--- src/sv/sra_pkg.sv ---
`timescale 1ns / 1ps
`default_nettype none
package sra_pkg;

  localparam int MAX_SEGMENTS = 64;
  localparam int SEG_AW       = $clog2(MAX_SEGMENTS);
  localparam int MEM_AW       = SEG_AW + 1;
  localparam int MEM_DEPTH    = 2 * MAX_SEGMENTS;
  localparam int CNT_W        = $clog2(MAX_SEGMENTS + 2);

  localparam int CRD_W  = 13;
  localparam int REQ_W  = 12;
  localparam int AREA_W = 25;
  localparam int PROD_W = 2 * REQ_W;

  localparam logic [CRD_W-1:0]  ATLAS_RST = CRD_W'(512);
  localparam logic [AREA_W-1:0] AREA_MAX  = {AREA_W{1'b1}};

  localparam int CFG_IDX_W = 1;
  localparam logic [CFG_IDX_W-1:0] REG_ATLAS_W = 1'b0;
  localparam logic [CFG_IDX_W-1:0] REG_ATLAS_H = 1'b1;

  localparam logic MODE_ALLOC = 1'b0;
  localparam logic MODE_CLEAR = 1'b1;

  localparam logic [1:0] ST_PLACED  = 2'd0;
  localparam logic [1:0] ST_NOSPACE = 2'd1;
  localparam logic [1:0] ST_FULL    = 2'd2;
  localparam logic [1:0] ST_CLEARED = 2'd3;

  typedef struct packed {
    logic [CRD_W-1:0] x;
    logic [CRD_W-1:0] y;
    logic [CRD_W-1:0] w;
  } seg_t;

  typedef struct packed {
    logic             mode;
    logic [REQ_W-1:0] req_width;
    logic [REQ_W-1:0] req_height;
  } in_req_t;

  typedef struct packed {
    logic [1:0]        status;
    logic [REQ_W-1:0]  region_x;
    logic [REQ_W-1:0]  region_y;
    logic [AREA_W-1:0] used_area;
  } out_res_t;

  typedef struct packed {
    logic              we;
    logic [MEM_AW-1:0] waddr;
    seg_t              wdata;
    logic [MEM_AW-1:0] raddr;
  } mem_req_t;

  typedef enum logic [3:0] {
    S_INIT, S_IDLE, S_CLR, S_FS_RD, S_FS_CHK, S_WK_RD, S_WK_CHK, S_NEXT,
    S_BUILD, S_BL_SEL, S_BL_NEW, S_BL_OLD, S_BL_FLUSH, S_FIN, S_RESP
  } state_t;

endpackage
`default_nettype wire

--- src/sv/sra_seg_mem.sv ---
`timescale 1ns / 1ps
`default_nettype none
module sra_seg_mem (
  input  wire logic            clk,
  input  wire sra_pkg::mem_req_t req,
  output sra_pkg::seg_t        rdata
);
  import sra_pkg::*;

  seg_t mem [MEM_DEPTH];
  seg_t rdata_r;

  always_ff @(posedge clk) begin
    if (req.we) begin
      mem[req.waddr] <= req.wdata;
    end
    rdata_r <= mem[req.raddr];
  end

  assign rdata = rdata_r;

endmodule
`default_nettype wire

--- config.mk ---
export PLATFORM = sky130hd
export DESIGN_NAME = sra_seg_mem
export DESIGN_NICKNAME = d
export VERILOG_FILES = /design/src/sv/sra_pkg.sv /design/src/sv/sra_seg_mem.sv
export SDC_FILE = /design/constraint.sdc
export NUM_CORES = 2
export LEC_CHECK = 0
export BUFFER_PORTS_ARGS = -buffer_cell sky130_fd_sc_hd__buf_2
export CAP_MARGIN = 30
export CORE_MARGIN = 5
export CORE_UTILIZATION = 45
export CTS_CLUSTER_DIAMETER = 80
export DETAILED_ROUTE_END_ITERATION = 6
export PLACE_DENSITY = 0.62
export SLEW_MARGIN = 0
export SYNTH_ARGS = -nofsm -noshare
export SYNTH_HDL_FRONTEND = slang
export SYNTH_MEMORY_MAX_BITS = 65536
export SYNTH_SLANG_ARGS = --single-unit
--- constraint.sdc ---
create_clock -name clk -period 5.56 [get_ports clk]
set_input_delay 0.834 -clock clk [delete_from_list [all_inputs] [get_ports clk]]
set_output_delay 0.834 -clock clk [all_outputs]
set_load 0.02 [all_outputs]
==> results.json <==
{
  "cts.path.max_buffers": 4,
  "ys_types": 17,
  "crit_arrival_ps": 4390,
  "power_density_nw_per_um2": 367,
  "synth-seq-cells": 5031,
  "path_clk_slew_ps": 60,
  "period_minus_slack_ps": 3480,
  "crit_path_start_kind": "input pin",
  "outcome": "complete, no violations",
  "dpl.cell_count": 13000,
  "highest_layer": "met5",
  "die_w_um": 660,
  "cts_sinks": 5031,
  "wl_per_cell_um": 36.3,
  "cp_common_cell": "mux4_2",
  "period_share_pct": 62.6,
  "hold_path.class": "input pin to register",
  "post-cts-setup-buffers": 0,
  "setup_violations": 0,
  "drive_above_1_share_pct": 36.2,
  "start_util_pct": 45.2,
  "layoutNonFillerInstCount": 13900,
  "rsz0062_at_grt": "no",
  "critPathKind": "input pin to register",
  "drt-met1-wl_um": 192000,
  "first_global_vias": 87500,
  "worst_slew_pin_slew_ps": 1100,
  "ant_nets": 0,
  "grt_use_total_pct": 23.1,
  "drv_slew": 0,
  "dr.pass1.iters": 5,
  "setup_tns_ps": 0,
  "grt_overflow": 0,
  "cts_tree": "yes",
  "worst_skew_pair.late_latency_ps": 1020,
  "crit_path_cell_trace": "buf_12, buf_4, buf_4, mux4_2, mux4_2, mux4_2, mux2_2",
  "synthToLayoutAreaGrowth_pct": 14.7,
  "finalHoldViolCount": 0,
  "dieArea_um2": 436000,
  "io_pins": 94,
  "nets": 7924,
  "route.met2.wl_um": 251000,
  "fmax_mhz": 287,
  "drt-initial-drc-count": 12100,
  "crit_path_end_kind": "register",
  "via_count": 86300,
  "synth.avg_cell_area_um2": 26.2,
  "fp.dieH_um": 660,
  "path_buf_inv": 3,
  "cts_root_buf": "clkbuf_16",
  "syn-instance-count": 7261,
  "rows": 238,
  "crit_fanout": 36,
  "maxSlewHeadroom_pct": 26.6,
  "io_buffers": 93,
  "required_ps": 6470,
  "crit_family": "multiplexers",
  "yosysWarnings": 0,
  "post_cts_resized": 0,
  "slowest_delay_ps": 730,
  "nFillCells": 31500,
  "drc": 0,
  "routabilityCongestion": 0.804,
  "numCtsBuffers": 524,
  "grt_max_degree": 129,
  "coreArea_um2": 421000,
  "cap_violations": 0,
  "cp_slowest_cell": "mux4_2",
  "grt_pass1_wl_um": 703000,
  "syn_nets": 7316,
  "drt-total-wl_um": 506000,
  "ys_seq_area_share_pct": 79.2,
  "dr_wl_met3_um": 46200,
  "vias_per_cell": 6.19,
  "p_leak_uw": 0.0668,
  "vdd_drop_max_v": 0.000338,
  "htreeDepth": 6,
  "cts_hold_buf": 0,
  "fin_worst_skew_ps": 79.4,
  "antenna_found_initial": 88,
  "syn_area_um2": 190000,
  "dp_hpwl_um": 289000
}
[registers in the layout, indices dropped and copies added (netlist names)]
signal / flops
mem: 4992
rdata: 39
[cells in the final DEF (no fill, tap or decap), drive strengths merged]
cell         n
nand4        3
buf        465
nor2b        7
or3          1
edfxtp    4992
clkinv     214
mux2        39
inv         32
mux4      1638
clkinvlp     7
bufinv      33
clkbuf     656
nand2       14
nor3         9
nor2       122
diode       23
dfxtp       39
nand2b       2
nand3       12
[synthesized netlist by cell type]
cell | instances | area [um2]
nand3_1 | 12 | 60.1
edfxtp_1 | 4992 | 150000
buf_4 | 1 | 7.51
buf_2 | 97 | 485
mux4_2 | 1638 | 36900
nand2_1 | 14 | 52.6
nor2b_1 | 7 | 43.8
buf_6 | 3 | 33.8
or3_1 | 1 | 6.26
dfxtp_1 | 39 | 781
clkbuf_1 | 235 | 882
nand4_1 | 3 | 18.8
nor3_1 | 9 | 45.0
buf_1 | 47 | 176
nand2b_1 | 2 | 12.5
nor2_1 | 122 | 458
mux2_2 | 39 | 439
[worst reg2reg max path, cell delays in order, from the launching register on]
cell,delay [ps]
edfxtp_1,370
mux4_2,470
mux4_2,600
mux4_2,750
mux2_2,380
[path summary, 6_finish.rpt]
path,startpoint,end,slack (ps),cells after the start
min reg2reg,mem[127][36]$_DFFE_PP_,rdata[36]$_DFF_P_,1120,4
min,req[36],mem[35][29]$_DFFE_PP_,280,1
max,req[0],rdata[21]$_DFF_P_,2080,7
max reg2reg,mem[55][21]$_DFFE_PP_,rdata[21]$_DFF_P_,2900,4
[kinds of logic after synthesis]
family	count (synthesis)	synth area share, %
buffers and inverters	383	0.833
muxes	1677	19.6
and+or+nand+nor	170	0.366
DFF	5031	79.2
[per-stage QoR]
step / area (um2) / hold slack, ps / utilization, % / worst slack (ps) / total power, uW
2_1_floorplan: 190000 / 933 / - / 995 / 44800
3_3_place_gp: 201000 / 1100 / 47.8 / 1010 / 46900
3_5_place_dp: 201000 / 1110 / 47.8 / 967 / 47000
4_1_cts: 218000 / 195 / 51.8 / 2080 / 80700
5_1_grt: 218000 / 231 / 51.8 / 1970 / 82500
6_report: 218000 / 279 / 51.9 / 2080 / 80100
[layer usage]
layer	GRT usage [%]	vias up
li1	-	33400
met1	31.7	47600
met2	37.7	4449
met3	4.68	819
met4	6.86	38
met5	0	-
[power by group]
part           switching (uW)  internal, uW  leakage, uW  total [uW]
combinational            2510          1570       0.0135        4070
sequential                153         41900       0.0452       42000
clock                   14500         19500      0.00815       34000
[final cells by class]
class / count / area (um2) / share of cell area [%]
antenna: 23 / 57.6 / 0.0264
clock buffer: 656 / 13900 / 6.39
clock inverter: 286 / 2740 / 1.26
multi-input combinational: 1847 / 39000 / 17.9
sequential: 5031 / 151000 / 69.1
tap: 5640 / 7060 / 3.23
timing repair buffer: 465 / 4710 / 2.16
Note: power is estimated with default switching activity, not from simulation.
