--- src/sv/sra_pkg.sv ---
`timescale 1ns / 1ps
`default_nettype none
package sra_pkg;

  localparam int MAX_SEGMENTS = 64;
  localparam int SEG_AW       = $clog2(MAX_SEGMENTS);
  localparam int MEM_AW       = SEG_AW + 1;
  localparam int MEM_DEPTH    = 2 * MAX_SEGMENTS;
  localparam int CNT_W        = $clog2(MAX_SEGMENTS + 2);

  localparam int CRD_W  = 13;
  localparam int REQ_W  = 12;
  localparam int AREA_W = 25;
  localparam int PROD_W = 2 * REQ_W;

  localparam logic [CRD_W-1:0]  ATLAS_RST = CRD_W'(512);
  localparam logic [AREA_W-1:0] AREA_MAX  = {AREA_W{1'b1}};

  localparam int CFG_IDX_W = 1;
  localparam logic [CFG_IDX_W-1:0] REG_ATLAS_W = 1'b0;
  localparam logic [CFG_IDX_W-1:0] REG_ATLAS_H = 1'b1;

  localparam logic MODE_ALLOC = 1'b0;
  localparam logic MODE_CLEAR = 1'b1;

  localparam logic [1:0] ST_PLACED  = 2'd0;
  localparam logic [1:0] ST_NOSPACE = 2'd1;
  localparam logic [1:0] ST_FULL    = 2'd2;
  localparam logic [1:0] ST_CLEARED = 2'd3;

  typedef struct packed {
    logic [CRD_W-1:0] x;
    logic [CRD_W-1:0] y;
    logic [CRD_W-1:0] w;
  } seg_t;

  typedef struct packed {
    logic             mode;
    logic [REQ_W-1:0] req_width;
    logic [REQ_W-1:0] req_height;
  } in_req_t;

  typedef struct packed {
    logic [1:0]        status;
    logic [REQ_W-1:0]  region_x;
    logic [REQ_W-1:0]  region_y;
    logic [AREA_W-1:0] used_area;
  } out_res_t;

  typedef struct packed {
    logic              we;
    logic [MEM_AW-1:0] waddr;
    seg_t              wdata;
    logic [MEM_AW-1:0] raddr;
  } mem_req_t;

  typedef enum logic [3:0] {
    S_INIT, S_IDLE, S_CLR, S_FS_RD, S_FS_CHK, S_WK_RD, S_WK_CHK, S_NEXT,
    S_BUILD, S_BL_SEL, S_BL_NEW, S_BL_OLD, S_BL_FLUSH, S_FIN, S_RESP
  } state_t;

endpackage
`default_nettype wire

--- src/sv/sra_ctrl.sv ---
`timescale 1ns / 1ps
`default_nettype none
module sra_ctrl (
  input  wire logic                       clk,
  input  wire logic                       rst_n,
  input  wire logic                       start,
  input  wire sra_pkg::in_req_t           in_req,
  input  wire logic [sra_pkg::CRD_W-1:0]  atlas_w,
  input  wire logic [sra_pkg::CRD_W-1:0]  atlas_h,
  input  wire sra_pkg::seg_t              rd_data,
  output sra_pkg::mem_req_t               mem_req,
  output logic                            busy,
  output logic                            out_valid,
  output sra_pkg::out_res_t               out_res
);
  import sra_pkg::*;

  state_t state_r, state_nxt;

  logic              bank_r, bank_nxt;
  logic [CNT_W-1:0]  cnt_r, cnt_nxt;
  logic [AREA_W-1:0] area_r, area_nxt;
  logic              out_valid_r, out_valid_nxt;
  out_res_t          out_res_r, out_res_nxt;

  logic [REQ_W-1:0]  w_r, w_nxt, h_r, h_nxt;
  logic [PROD_W-1:0] prod_r;
  logic [CNT_W-1:0]  i_r, i_nxt, j_r, j_nxt, k_r, k_nxt, n_r, n_nxt;
  logic [CNT_W-1:0]  best_r, best_nxt;
  logic [CRD_W-1:0]  sx_r, sx_nxt, sw_r, sw_nxt, y_r, y_nxt;
  logic [CRD_W:0]    cov_r, cov_nxt, best_top_r, best_top_nxt;
  logic [CRD_W-1:0]  best_w_r, best_w_nxt, bx_r, bx_nxt, by_r, by_nxt;
  logic              found_r, found_nxt, trim_r, trim_nxt, new_done_r, new_done_nxt;
  seg_t              acc_r, acc_nxt;
  logic              acc_v_r, acc_v_nxt;
  logic [1:0]        stat_r, stat_nxt;

  // shared compare and add unit
  logic [CRD_W-1:0] y_max;
  logic [CRD_W:0]   top, cov_sum, new_end, old_end;
  logic             x_over, y_over, cover_ok, better;
  seg_t             elem;
  logic             drop;
  logic [AREA_W:0]  area_sum;

  always_comb begin
    y_max    = (rd_data.y > y_r) ? rd_data.y : y_r;
    x_over   = ({1'b0, rd_data.x} + {2'b0, w_r} + (CRD_W+1)'(1)) > {1'b0, atlas_w};
    y_over   = ({1'b0, y_max} + {2'b0, h_r} + (CRD_W+1)'(1)) > {1'b0, atlas_h};
    top      = {1'b0, y_max} + {2'b0, h_r};
    cov_sum  = cov_r + {1'b0, rd_data.w};
    cover_ok = cov_sum >= {2'b0, w_r};
    better   = !found_r || (top < best_top_r) ||
               ((top == best_top_r) && (sw_r < best_w_r));
    new_end  = {1'b0, bx_r} + {2'b0, w_r};
    old_end  = {1'b0, rd_data.x} + {1'b0, rd_data.w};
    area_sum = {1'b0, area_r} + {2'b0, prod_r};
  end

  always_comb begin
    drop = 1'b0;
    elem = rd_data;
    if (state_r == S_BL_NEW) begin
      elem.x = bx_r;
      elem.y = by_r + CRD_W'(h_r);
      elem.w = {1'b0, w_r};
    end else if (trim_r && ({1'b0, rd_data.x} < new_end)) begin
      if (old_end <= new_end) begin
        drop = 1'b1;
      end else begin
        elem.x = new_end[CRD_W-1:0];
        elem.w = CRD_W'(old_end - new_end);
      end
    end
  end

  always_comb begin
    state_nxt = state_r;
    unique case (state_r)
      S_INIT: state_nxt = S_IDLE;
      S_IDLE: begin
        if (start) begin
          if (in_req.mode == MODE_CLEAR) begin
            state_nxt = S_CLR;
          end else if (in_req.req_width == '0 || in_req.req_height == '0) begin
            state_nxt = S_RESP;
          end else begin
            state_nxt = S_FS_RD;
          end
        end
      end
      S_CLR:    state_nxt = S_RESP;
      S_FS_RD:  state_nxt = S_FS_CHK;
      S_FS_CHK: state_nxt = x_over ? S_NEXT : S_WK_RD;
      S_WK_RD:  state_nxt = (j_r >= cnt_r) ? S_NEXT : S_WK_CHK;
      S_WK_CHK: begin
        if (y_over || cover_ok) begin
          state_nxt = S_NEXT;
        end else begin
          state_nxt = S_WK_RD;
        end
      end
      S_NEXT: begin
        if (i_r + CNT_W'(1) < cnt_r) begin
          state_nxt = S_FS_RD;
        end else begin
          state_nxt = found_r ? S_BUILD : S_RESP;
        end
      end
      S_BUILD: state_nxt = S_BL_SEL;
      S_BL_SEL: begin
        if (!new_done_r && k_r == best_r) begin
          state_nxt = S_BL_NEW;
        end else if (k_r < cnt_r) begin
          state_nxt = S_BL_OLD;
        end else begin
          state_nxt = S_BL_FLUSH;
        end
      end
      S_BL_NEW:   state_nxt = S_BL_SEL;
      S_BL_OLD:   state_nxt = S_BL_SEL;
      S_BL_FLUSH: state_nxt = S_FIN;
      S_FIN:      state_nxt = S_RESP;
      S_RESP:     state_nxt = S_IDLE;
      default:    state_nxt = S_IDLE;
    endcase
  end

  always_comb begin
    bank_nxt      = bank_r;
    cnt_nxt       = cnt_r;
    area_nxt      = area_r;
    out_valid_nxt = 1'b0;
    out_res_nxt   = out_res_r;
    w_nxt         = w_r;
    h_nxt         = h_r;
    i_nxt         = i_r;
    j_nxt         = j_r;
    k_nxt         = k_r;
    n_nxt         = n_r;
    best_nxt      = best_r;
    sx_nxt        = sx_r;
    sw_nxt        = sw_r;
    y_nxt         = y_r;
    cov_nxt       = cov_r;
    best_top_nxt  = best_top_r;
    best_w_nxt    = best_w_r;
    bx_nxt        = bx_r;
    by_nxt        = by_r;
    found_nxt     = found_r;
    trim_nxt      = trim_r;
    new_done_nxt  = new_done_r;
    acc_nxt       = acc_r;
    acc_v_nxt     = acc_v_r;
    stat_nxt      = stat_r;
    mem_req       = '0;
    mem_req.raddr = {bank_r, i_r[SEG_AW-1:0]};

    unique case (state_r)
      S_INIT: begin
        mem_req.we    = 1'b1;
        mem_req.waddr = '0;
        mem_req.wdata = '{x: CRD_W'(1), y: CRD_W'(1), w: ATLAS_RST - CRD_W'(2)};
      end
      S_IDLE: begin
        if (start) begin
          w_nxt     = in_req.req_width;
          h_nxt     = in_req.req_height;
          i_nxt     = '0;
          found_nxt = 1'b0;
          stat_nxt  = ST_NOSPACE;
        end
      end
      S_CLR: begin
        mem_req.we    = 1'b1;
        mem_req.waddr = {bank_r, SEG_AW'(0)};
        mem_req.wdata = '{x: CRD_W'(1), y: CRD_W'(1),
                          w: (atlas_w > CRD_W'(2)) ? atlas_w - CRD_W'(2) : '0};
        cnt_nxt       = CNT_W'(1);
        area_nxt      = '0;
        stat_nxt      = ST_CLEARED;
      end
      S_FS_RD: ;
      S_FS_CHK: begin
        sx_nxt  = rd_data.x;
        sw_nxt  = rd_data.w;
        y_nxt   = rd_data.y;
        cov_nxt = '0;
        j_nxt   = i_r;
      end
      S_WK_RD: mem_req.raddr = {bank_r, j_r[SEG_AW-1:0]};
      S_WK_CHK: begin
        y_nxt   = y_max;
        cov_nxt = cov_sum;
        j_nxt   = j_r + CNT_W'(1);
        if (!y_over && cover_ok && better) begin
          found_nxt    = 1'b1;
          best_top_nxt = top;
          best_w_nxt   = sw_r;
          best_nxt     = i_r;
          bx_nxt       = sx_r;
          by_nxt       = y_max;
        end
      end
      S_NEXT: i_nxt = i_r + CNT_W'(1);
      S_BUILD: begin
        k_nxt        = '0;
        n_nxt        = '0;
        acc_v_nxt    = 1'b0;
        trim_nxt     = 1'b0;
        new_done_nxt = 1'b0;
      end
      S_BL_SEL: mem_req.raddr = {bank_r, k_r[SEG_AW-1:0]};
      S_BL_NEW, S_BL_OLD: begin
        if (state_r == S_BL_NEW) begin
          new_done_nxt = 1'b1;
          trim_nxt     = 1'b1;
        end else begin
          k_nxt    = k_r + CNT_W'(1);
          trim_nxt = trim_r && drop;
        end
        if (!drop) begin
          if (acc_v_r && acc_r.y == elem.y) begin
            acc_nxt.w = acc_r.w + elem.w;
          end else begin
            if (acc_v_r) begin
              mem_req.we    = (n_r < CNT_W'(MAX_SEGMENTS));
              mem_req.waddr = {~bank_r, n_r[SEG_AW-1:0]};
              mem_req.wdata = acc_r;
              n_nxt         = n_r + CNT_W'(1);
            end
            acc_nxt   = elem;
            acc_v_nxt = 1'b1;
          end
        end
      end
      S_BL_FLUSH: begin
        if (acc_v_r) begin
          mem_req.we    = (n_r < CNT_W'(MAX_SEGMENTS));
          mem_req.waddr = {~bank_r, n_r[SEG_AW-1:0]};
          mem_req.wdata = acc_r;
          n_nxt         = n_r + CNT_W'(1);
        end
      end
      S_FIN: begin
        if (n_r > CNT_W'(MAX_SEGMENTS)) begin
          stat_nxt = ST_FULL;
        end else begin
          stat_nxt = ST_PLACED;
          bank_nxt = ~bank_r;
          cnt_nxt  = n_r;
          area_nxt = (area_sum > {1'b0, AREA_MAX}) ? AREA_MAX : area_sum[AREA_W-1:0];
        end
      end
      S_RESP: begin
        out_valid_nxt       = 1'b1;
        out_res_nxt.status  = stat_r;
        out_res_nxt.region_x = (stat_r == ST_PLACED) ? bx_r[REQ_W-1:0] : '0;
        out_res_nxt.region_y = (stat_r == ST_PLACED) ? by_r[REQ_W-1:0] : '0;
        out_res_nxt.used_area = area_r;
      end
      default: ;
    endcase
  end

  always_ff @(posedge clk) begin
    if (!rst_n) begin
      state_r     <= S_INIT;
      bank_r      <= 1'b0;
      cnt_r       <= CNT_W'(1);
      area_r      <= '0;
      out_valid_r <= 1'b0;
    end else begin
      state_r     <= state_nxt;
      bank_r      <= bank_nxt;
      cnt_r       <= cnt_nxt;
      area_r      <= area_nxt;
      out_valid_r <= out_valid_nxt;
    end
  end

  always_ff @(posedge clk) begin
    out_res_r  <= out_res_nxt;
    w_r        <= w_nxt;
    h_r        <= h_nxt;
    prod_r     <= w_r * h_r;
    i_r        <= i_nxt;
    j_r        <= j_nxt;
    k_r        <= k_nxt;
    n_r        <= n_nxt;
    best_r     <= best_nxt;
    sx_r       <= sx_nxt;
    sw_r       <= sw_nxt;
    y_r        <= y_nxt;
    cov_r      <= cov_nxt;
    best_top_r <= best_top_nxt;
    best_w_r   <= best_w_nxt;
    bx_r       <= bx_nxt;
    by_r       <= by_nxt;
    found_r    <= found_nxt;
    trim_r     <= trim_nxt;
    new_done_r <= new_done_nxt;
    acc_r      <= acc_nxt;
    acc_v_r    <= acc_v_nxt;
    stat_r     <= stat_nxt;
  end

  assign busy      = (state_r != S_IDLE);
  assign out_valid = out_valid_r;
  assign out_res   = out_res_r;

endmodule
`default_nettype wire

--- config.mk ---
export PLATFORM = sky130hd
export DESIGN_NAME = sra_ctrl
export DESIGN_NICKNAME = d
export VERILOG_FILES = /design/src/sv/sra_pkg.sv /design/src/sv/sra_ctrl.sv
export SDC_FILE = /design/constraint.sdc
export NUM_CORES = 1
export LEC_CHECK = 0
export BUFFER_PORTS_ARGS = -buffer_cell sky130_fd_sc_hd__buf_4
export CAP_MARGIN = 20
export CORE_MARGIN = 2
export CORE_UTILIZATION = 25
export CTS_BUF_LIST = sky130_fd_sc_hd__clkbuf_16
export CTS_CLUSTER_SIZE = 8
export DETAILED_ROUTE_END_ITERATION = 10
export SYNTH_ARGS = -nofsm -noshare
export SYNTH_HDL_FRONTEND = slang
export SYNTH_SLANG_ARGS = --single-unit
--- constraint.sdc ---
create_clock -name clk -period 8.3 [get_ports clk]
set_input_delay 0.415 -clock clk [delete_from_list [all_inputs] [get_ports clk]]
set_output_delay 0.415 -clock clk [all_outputs]
set_load 0.03 [all_outputs]
==> results of run 1 <==
## power by group through the flow
stage	Combinational (mW)	Sequential (mW)	Clock [mW]
after CTS	2.35	1.89	1.79
after floorplan	1.77	1.89	0
after global placement	2.31	1.92	0
final	2.33	1.89	1.73
after detailed placement	2.33	1.92	0
after global routing	2.65	1.89	1.85
## worst max-delay path: stages (launching register included)
cell	delay (ps)
edfxtp_1	360
buf_4	210
ha_1	250
fa_1	410
a21o_1	170
a21o_1	190
a21oi_1	230
o21a_1	170
o21ai_0	140
a21o_1	230
a21oi_1	230
xnor2_1	200
ha_1	330
a211oi_1	200
o21ai_0	120
o221ai_1	300
o211a_1	320
nand2b_1	660
inv_1	580
o21ai_2	440
buf_4	360
a211oi_1	130
buf_4	240
## path summary, 6_finish.rpt
kind | end | start | slack, ps | cells after the start
setup / recovery | mem_req[27] | w_r[0] | 820 | 22
hold / removal | h_r[1] | in_req[1] | 30 | 1
setup reg to reg | by_r[10] | y_r[12] | 1060 | 24
hold reg to reg | bx_r[6] | sx_r[6] | 420 | 0
## kinds of logic (layout without fill, tap and decap cells)
kind of cell             Yosys count  after routing  share of synthesized area
AND/OR/NAND/NOR                  872            872                     0.1557
multiplexers                      40             40                    0.01599
XOR/XNOR                         175            175                    0.05951
buffers and inverters            358            579                    0.05130
AO/OA/AOI/OAI                    635            635                     0.1538
adder cells (fa/ha/maj)          411            411                     0.2234
flip-flops                       323            323                     0.3403
## state kept, by name (all words and copies together), names as in the netlist, 12 cells and up
| signal | flops |
|---|---|
| sw_r | 13 |
| acc_r | 39 |
| prod_r | 24 |
| w_r | 12 |
| sx_r | 13 |
| by_r | 13 |
| y_r | 13 |
| bx_r | 13 |
| h_r | 12 |
| out_res | 51 |
| best_w_r | 13 |
| cov_r | 14 |
| best_top_r | 14 |
| area_r | 25 |
## through the flow
step	area [µm²]	utilization
5_1_grt	31280	0.2963
3_3_place_gp	29860	0.2829
2_1_floorplan	26680	-
6_report	31280	0.2963
3_5_place_dp	29890	0.2832
4_1_cts	31260	0.2961
## routing by layer
metal	wire length (µm)	part of all wire	vias to the layer above	global-route usage
met1	38520	0.45	10530	0.2100
met2	39210	0.46	648	0.2482
li1	-	-	10390	-
met4	3072	0.036	10	0.05764
met3	5252	0.061	122	0.02545
met5	57	0.00066	-	0
## layout by cell type (no fill, tap or decap), types with 65 or more instances in the layout
| master | Yosys | routed |
|---|---|---|
| xor2_1 | 65 | 65 |
| nor2_1 | 150 | 148 |
| a21oi_1 | 172 | 172 |
| ha_1 | 302 | 302 |
| inv_1 | 264 | 280 |
| xnor2_1 | 106 | 106 |
| and2_1 | 93 | 93 |
| o21ai_0 | 147 | 147 |
| nand2_1 | 349 | 349 |
| fa_1 | 109 | 109 |
| edfxtp_1 | 261 | 261 |
| buf_4 | 4 | 235 |
## final cells by class
class                      instances  area [µm²]  share of cell area
multi-input combinational       2133       16270              0.5203
sequential                       323        9079              0.2903
timing repair buffer             248        1917             0.06128
tap                             1391        1740             0.05564
clock buffer                      46        1151             0.03680
inverter                         264       991.0             0.03168
clock inverter                    21       125.1            0.004000
==> flow_summary.yaml, run 1 <==
synth:
  yosysUniqueCellTypes: 80
  synth-seq-area-share: 0.3403
  yosysWarningCount: 0
  synth_top_area_cell: "edfxtp_1"
  async_flop_share: 0
  syn-num-nets: 3318
  synth_most_common_cell: "nand2_1"
  synth_flop_cell: "edfxtp_1"
  synth_area_um2: 26680
  yosysTopAreaCellShare: 0.2938
  avgSynthCellArea_um2: 9.481
  synth_area_leaders: "edfxtp_1 29%, ha_1 14%, fa_1 8.2%"
  synth_edf_count: 261
  syn_inst: 2814
  ys_seq_elements: 323
  synth_commonest_cells: "349 x nand2_1, 302 x ha_1, 264 x inv_1, 261 x edfxtp_1, 172 x a21oi_1"
floorplan:
  die_width_um: 330.7
  initial_core_util: 0.2527
  ios: 200
  die_area_um2: 109400
  row_count: 119
  die_height_um: 330.7
  coreArea_um2: 105600
clock_network:
  cts.path.max_buffers: 3
  cts.sinks: 323
  post_cts_resized: 0
  cts_hold_buf: 9
  cts_tree: "done"
  clk_latency_ps: 600
  cts_root_buffer: "clkbuf_16"
  path_clk_slew_ps: 50
  cts_setup_buffers: 0
  htreeDepth: 2
  cts_made_buffers: 46
timing:
  fin_crit_sh: 0.9015
  setup_ws_ps: 817.5
  worst_hold_slack_ps: 33.50
  fin_skew_ps: 45.25
  slew_violations: 0
  finalSetupViolCount: 0
  tns_ps: 0
  hold_viol_final: 0
  fin_crit_ps: 7482
  slew_headroom: 0.3599
  rsz0062_at_grt: "false"
  fmax_mhz: 133.6
  worst_slew_pin_slew_ps: 960.1
place:
  dpl.cell_count: 4348
  pre_cts_ws_ps: 1058
  port_buffers: 199
  dp_hpwl_um: 67680
  globalplace.congestion: 0.9024
power_and_ir_drop:
  ir_drop_mv: 0.1332
  p_comb_frac: 0.392
  switching_power_mw: 2.105
  intPower_mw: 3.853
  p_sw_frac: 0.3533
  power.clock.fraction: 0.291
  p_seq_frac: 0.317
  p_per_area_nw_per_um2: 190.5
  p_leak_nw: 13.54
  p_total_mw: 5.958
global_route:
  track_usage: 0.1552
  grt_antenna_before_repair: 7
  grt_max_degree: 61
  grt_pass1_vias: 21100
  grt_overflow: 0
  grt_pass1_wl_um: 128200
worst_setup_path:
  required_ps: 7890
  arrival_ps: 7070
  critPathKind: "flop to output pin"
  start_kind: "flop"
  cp-end-kind: "output pin"
  cp_max_fo: 21
detailed_routing:
  dr.pass1.iters: 5
  dr_total_vias: 21710
  detail_route.wl_per_cell_um: 19.46
  drc: 0
  dr.first_iter.drc_count: 1838
  wirelength_um: 86110
  final_antenna_net_count: 0
  vias_per_cell: 4.904
cells_and_area:
  area_growth_pct: 17.23
  drive_above_1_share: 0.1114
  final_cells: 4426
  n_antenna_cell: 0
  fillCellCount: 11050
  nets: 3520
run:
  drv_cap: 0
outcome:
  status: "completed"
min_path:
  min-delay-path-class: "primary input to flop"
Note: power is estimated with default switching activity, not from simulation.
==> run 2, diff against run 1 <==
--- a/constraint.sdc
+++ b/constraint.sdc
@@ -3,2 +3,2 @@
 set_output_delay 0.415 -clock clk [all_outputs]
-set_load 0.03 [all_outputs]
+set_load 0.005 [all_outputs]
==> flow_summary.yaml, run 2 (synthesized netlist as in run 1, its figures left out) <==
worst_setup_path:
  start_kind: "flop"
  crit_end: "mem_req[27]"
  cp-end-kind: "output pin"
  critPathKind: "flop to output pin"
  r2r_end: "bx_r[7]"
  r2r_slack_ps: 1050
  cp_max_fo: 21
  arrival_ps: 6980
  r2r_cells: 25
  critical_path.startpoint: "w_r[0]"
  required_ps: 7890
  rr_startpoint: "y_r[12]"
floorplan:
  coreArea_um2: 105600
  die_height_um: 330.7
  die_width_um: 330.7
  ios: 200
  row_count: 119
  initial_core_util: 0.2527
  die_area_um2: 109400
global_route:
  grt_max_degree: 54
  grt_pass1_wl_um: 128000
  grt_pass1_vias: 20790
  grt_antenna_before_repair: 9
  grt_overflow: 0
  track_usage: 0.1547
timing:
  rsz0062_at_grt: "false"
  fin_crit_ps: 7394
  slew_violations: 0
  finalSetupViolCount: 0
  fin_crit_sh: 0.8908
  fmax_mhz: 135.2
  slew_headroom: 0.3523
  hold_viol_final: 0
  fin_skew_ps: 26.42
  tns_ps: 0
  worst_slew_pin_slew_ps: 947.1
detailed_routing:
  dr.pass1.iters: 5
  final_antenna_net_count: 0
  detail_route.wl_per_cell_um: 19.51
  dr_total_vias: 21620
  drc: 0
  dr.first_iter.drc_count: 1859
  wirelength_um: 86300
  vias_per_cell: 4.889
cells_and_area:
  area_growth_pct: 17.21
  largest_register_ff_count: 51
  final_cell_mix: "349 x nand2_1, 302 x ha_1, 282 x inv_1"
  final_cells: 4423
  layout_commonest_cell: "nand2_1"
  nets: 3509
  fillCellCount: 11030
  drive_above_1_share: 0.1116
clock_network:
  htreeDepth: 2
  cts.path.max_buffers: 3
  clk_latency_ps: 600
  path_clk_slew_ps: 50
  cts.sinks: 323
  cts_setup_buffers: 0
  cts_tree: "done"
  cts_made_buffers: 48
  cts_root_buffer: "clkbuf_16"
power_and_ir_drop:
  p_leak_nw: 13.55
  p_per_area_nw_per_um2: 192.3
  ir_drop_mv: 0.1622
place:
  globalplace.congestion: 0.8922
  port_buffers: 199
  dp_hpwl_um: 67960
  dpl.cell_count: 4344
run:
  drv_cap: 0
min_path:
  min-delay-path-class: "primary input to flop"
outcome:
  status: "completed"
[run 2: changes by cell type in the layout (fill, tap and decap cells not counted)]
cell           previous run  this run
buf_1                     1         0
diode_2                   0         2
inv_16                    2         1
clkbuf_16                46        50
clkinv_1                  1         3
inv_1                   280       282
dlygate4sd3_1             9         1
inv_6                     0         1
buf_4                   235       231
[run 2: area by class of cell]
class | count | area [µm²] | share of cell area
multi-input combinational | 2133 | 16270 | 0.5204
sequential | 323 | 9079 | 0.2903
timing repair buffer | 235 | 1803 | 0.05765
tap | 1391 | 1740 | 0.05565
clock buffer | 50 | 1251 | 0.04001
inverter | 264 | 991.0 | 0.03169
clock inverter | 25 | 128.9 | 0.004121
antenna | 2 | 5.005 | 0.0001600
[run 2: worst min path at each step]
stage | startpoint | slack, ps | depth (start not counted) | end
after floorplan | sx_r[0] | 400 | 0 | bx_r[0]
final | in_req[8] | 30 | 1 | h_r[8]
after global routing | in_req[6] | 8 | 1 | h_r[6]
after global placement | sx_r[7] | 400 | 0 | bx_r[7]
after CTS | in_req[6] | 7 | 1 | h_r[6]
after detailed placement | sx_r[5] | 410 | 0 | bx_r[5]
[run 2: stage by stage]
stage	hold WS (ps)	setup WS (ps)	util	cell area (µm²)	total power [mW]
4_1_cts	6.727	874.7	0.2961	31260	6.090
5_1_grt	8.385	430.7	0.2962	31270	6.432
3_5_place_dp	405.7	1077	0.2830	29870	4.245
2_1_floorplan	400.3	1004	-	26680	3.645
3_3_place_gp	400.8	1191	0.2826	29830	4.214
6_report	32.41	906.2	0.2962	31270	6.013
[run 2: repair_timing]
| item | 4_1_cts | 5_1_grt |
|---|---|---|
| endpoints found under the hold margin | 1 | 0 |
| hold buffers | 1 | 0 |
| resized for setup | 0 | 0 |
[run 2: worst max-delay path: stages (launching register included)]
cell and delay (ps):
edfxtp_1 350, buf_4 200, ha_1 250, fa_1 410, a21o_1 170, a21o_1 200
a21oi_1 190, o21a_1 170, o21ai_0 140, a21o_1 230, a21oi_1 220, xnor2_1 210
ha_1 330, a211oi_1 200, o21ai_0 120, o221ai_1 260, o211a_1 310, nand2b_1 670
inv_1 570, o21ai_2 450, buf_4 390, a211oi_1 130, buf_4 200
[run 2: power breakdown]
| group | internal [mW] | total [mW] | switching (mW) | leakage, nW |
|---|---|---|---|---|
| Combinational | 1.02 | 2.30 | 1.28 | 9.98 |
| Sequential | 1.84 | 1.90 | 0.0590 | 2.82 |
| Clock | 1.07 | 1.81 | 0.745 | 0.742 |
| Total | 3.93 | 6.01 | 2.08 | 13.5 |
[run 2: per-layer routing]
layer  part of all wire  vias up  track usage  wire length [µm]
li1                   -    10370            -                 -
met1               0.44    10440       0.2091             37900
met2               0.46      692       0.2495             39600
met3              0.073      109      0.02845              6280
met4              0.028       10      0.04840              2453
met5            0.00076        -            0                66
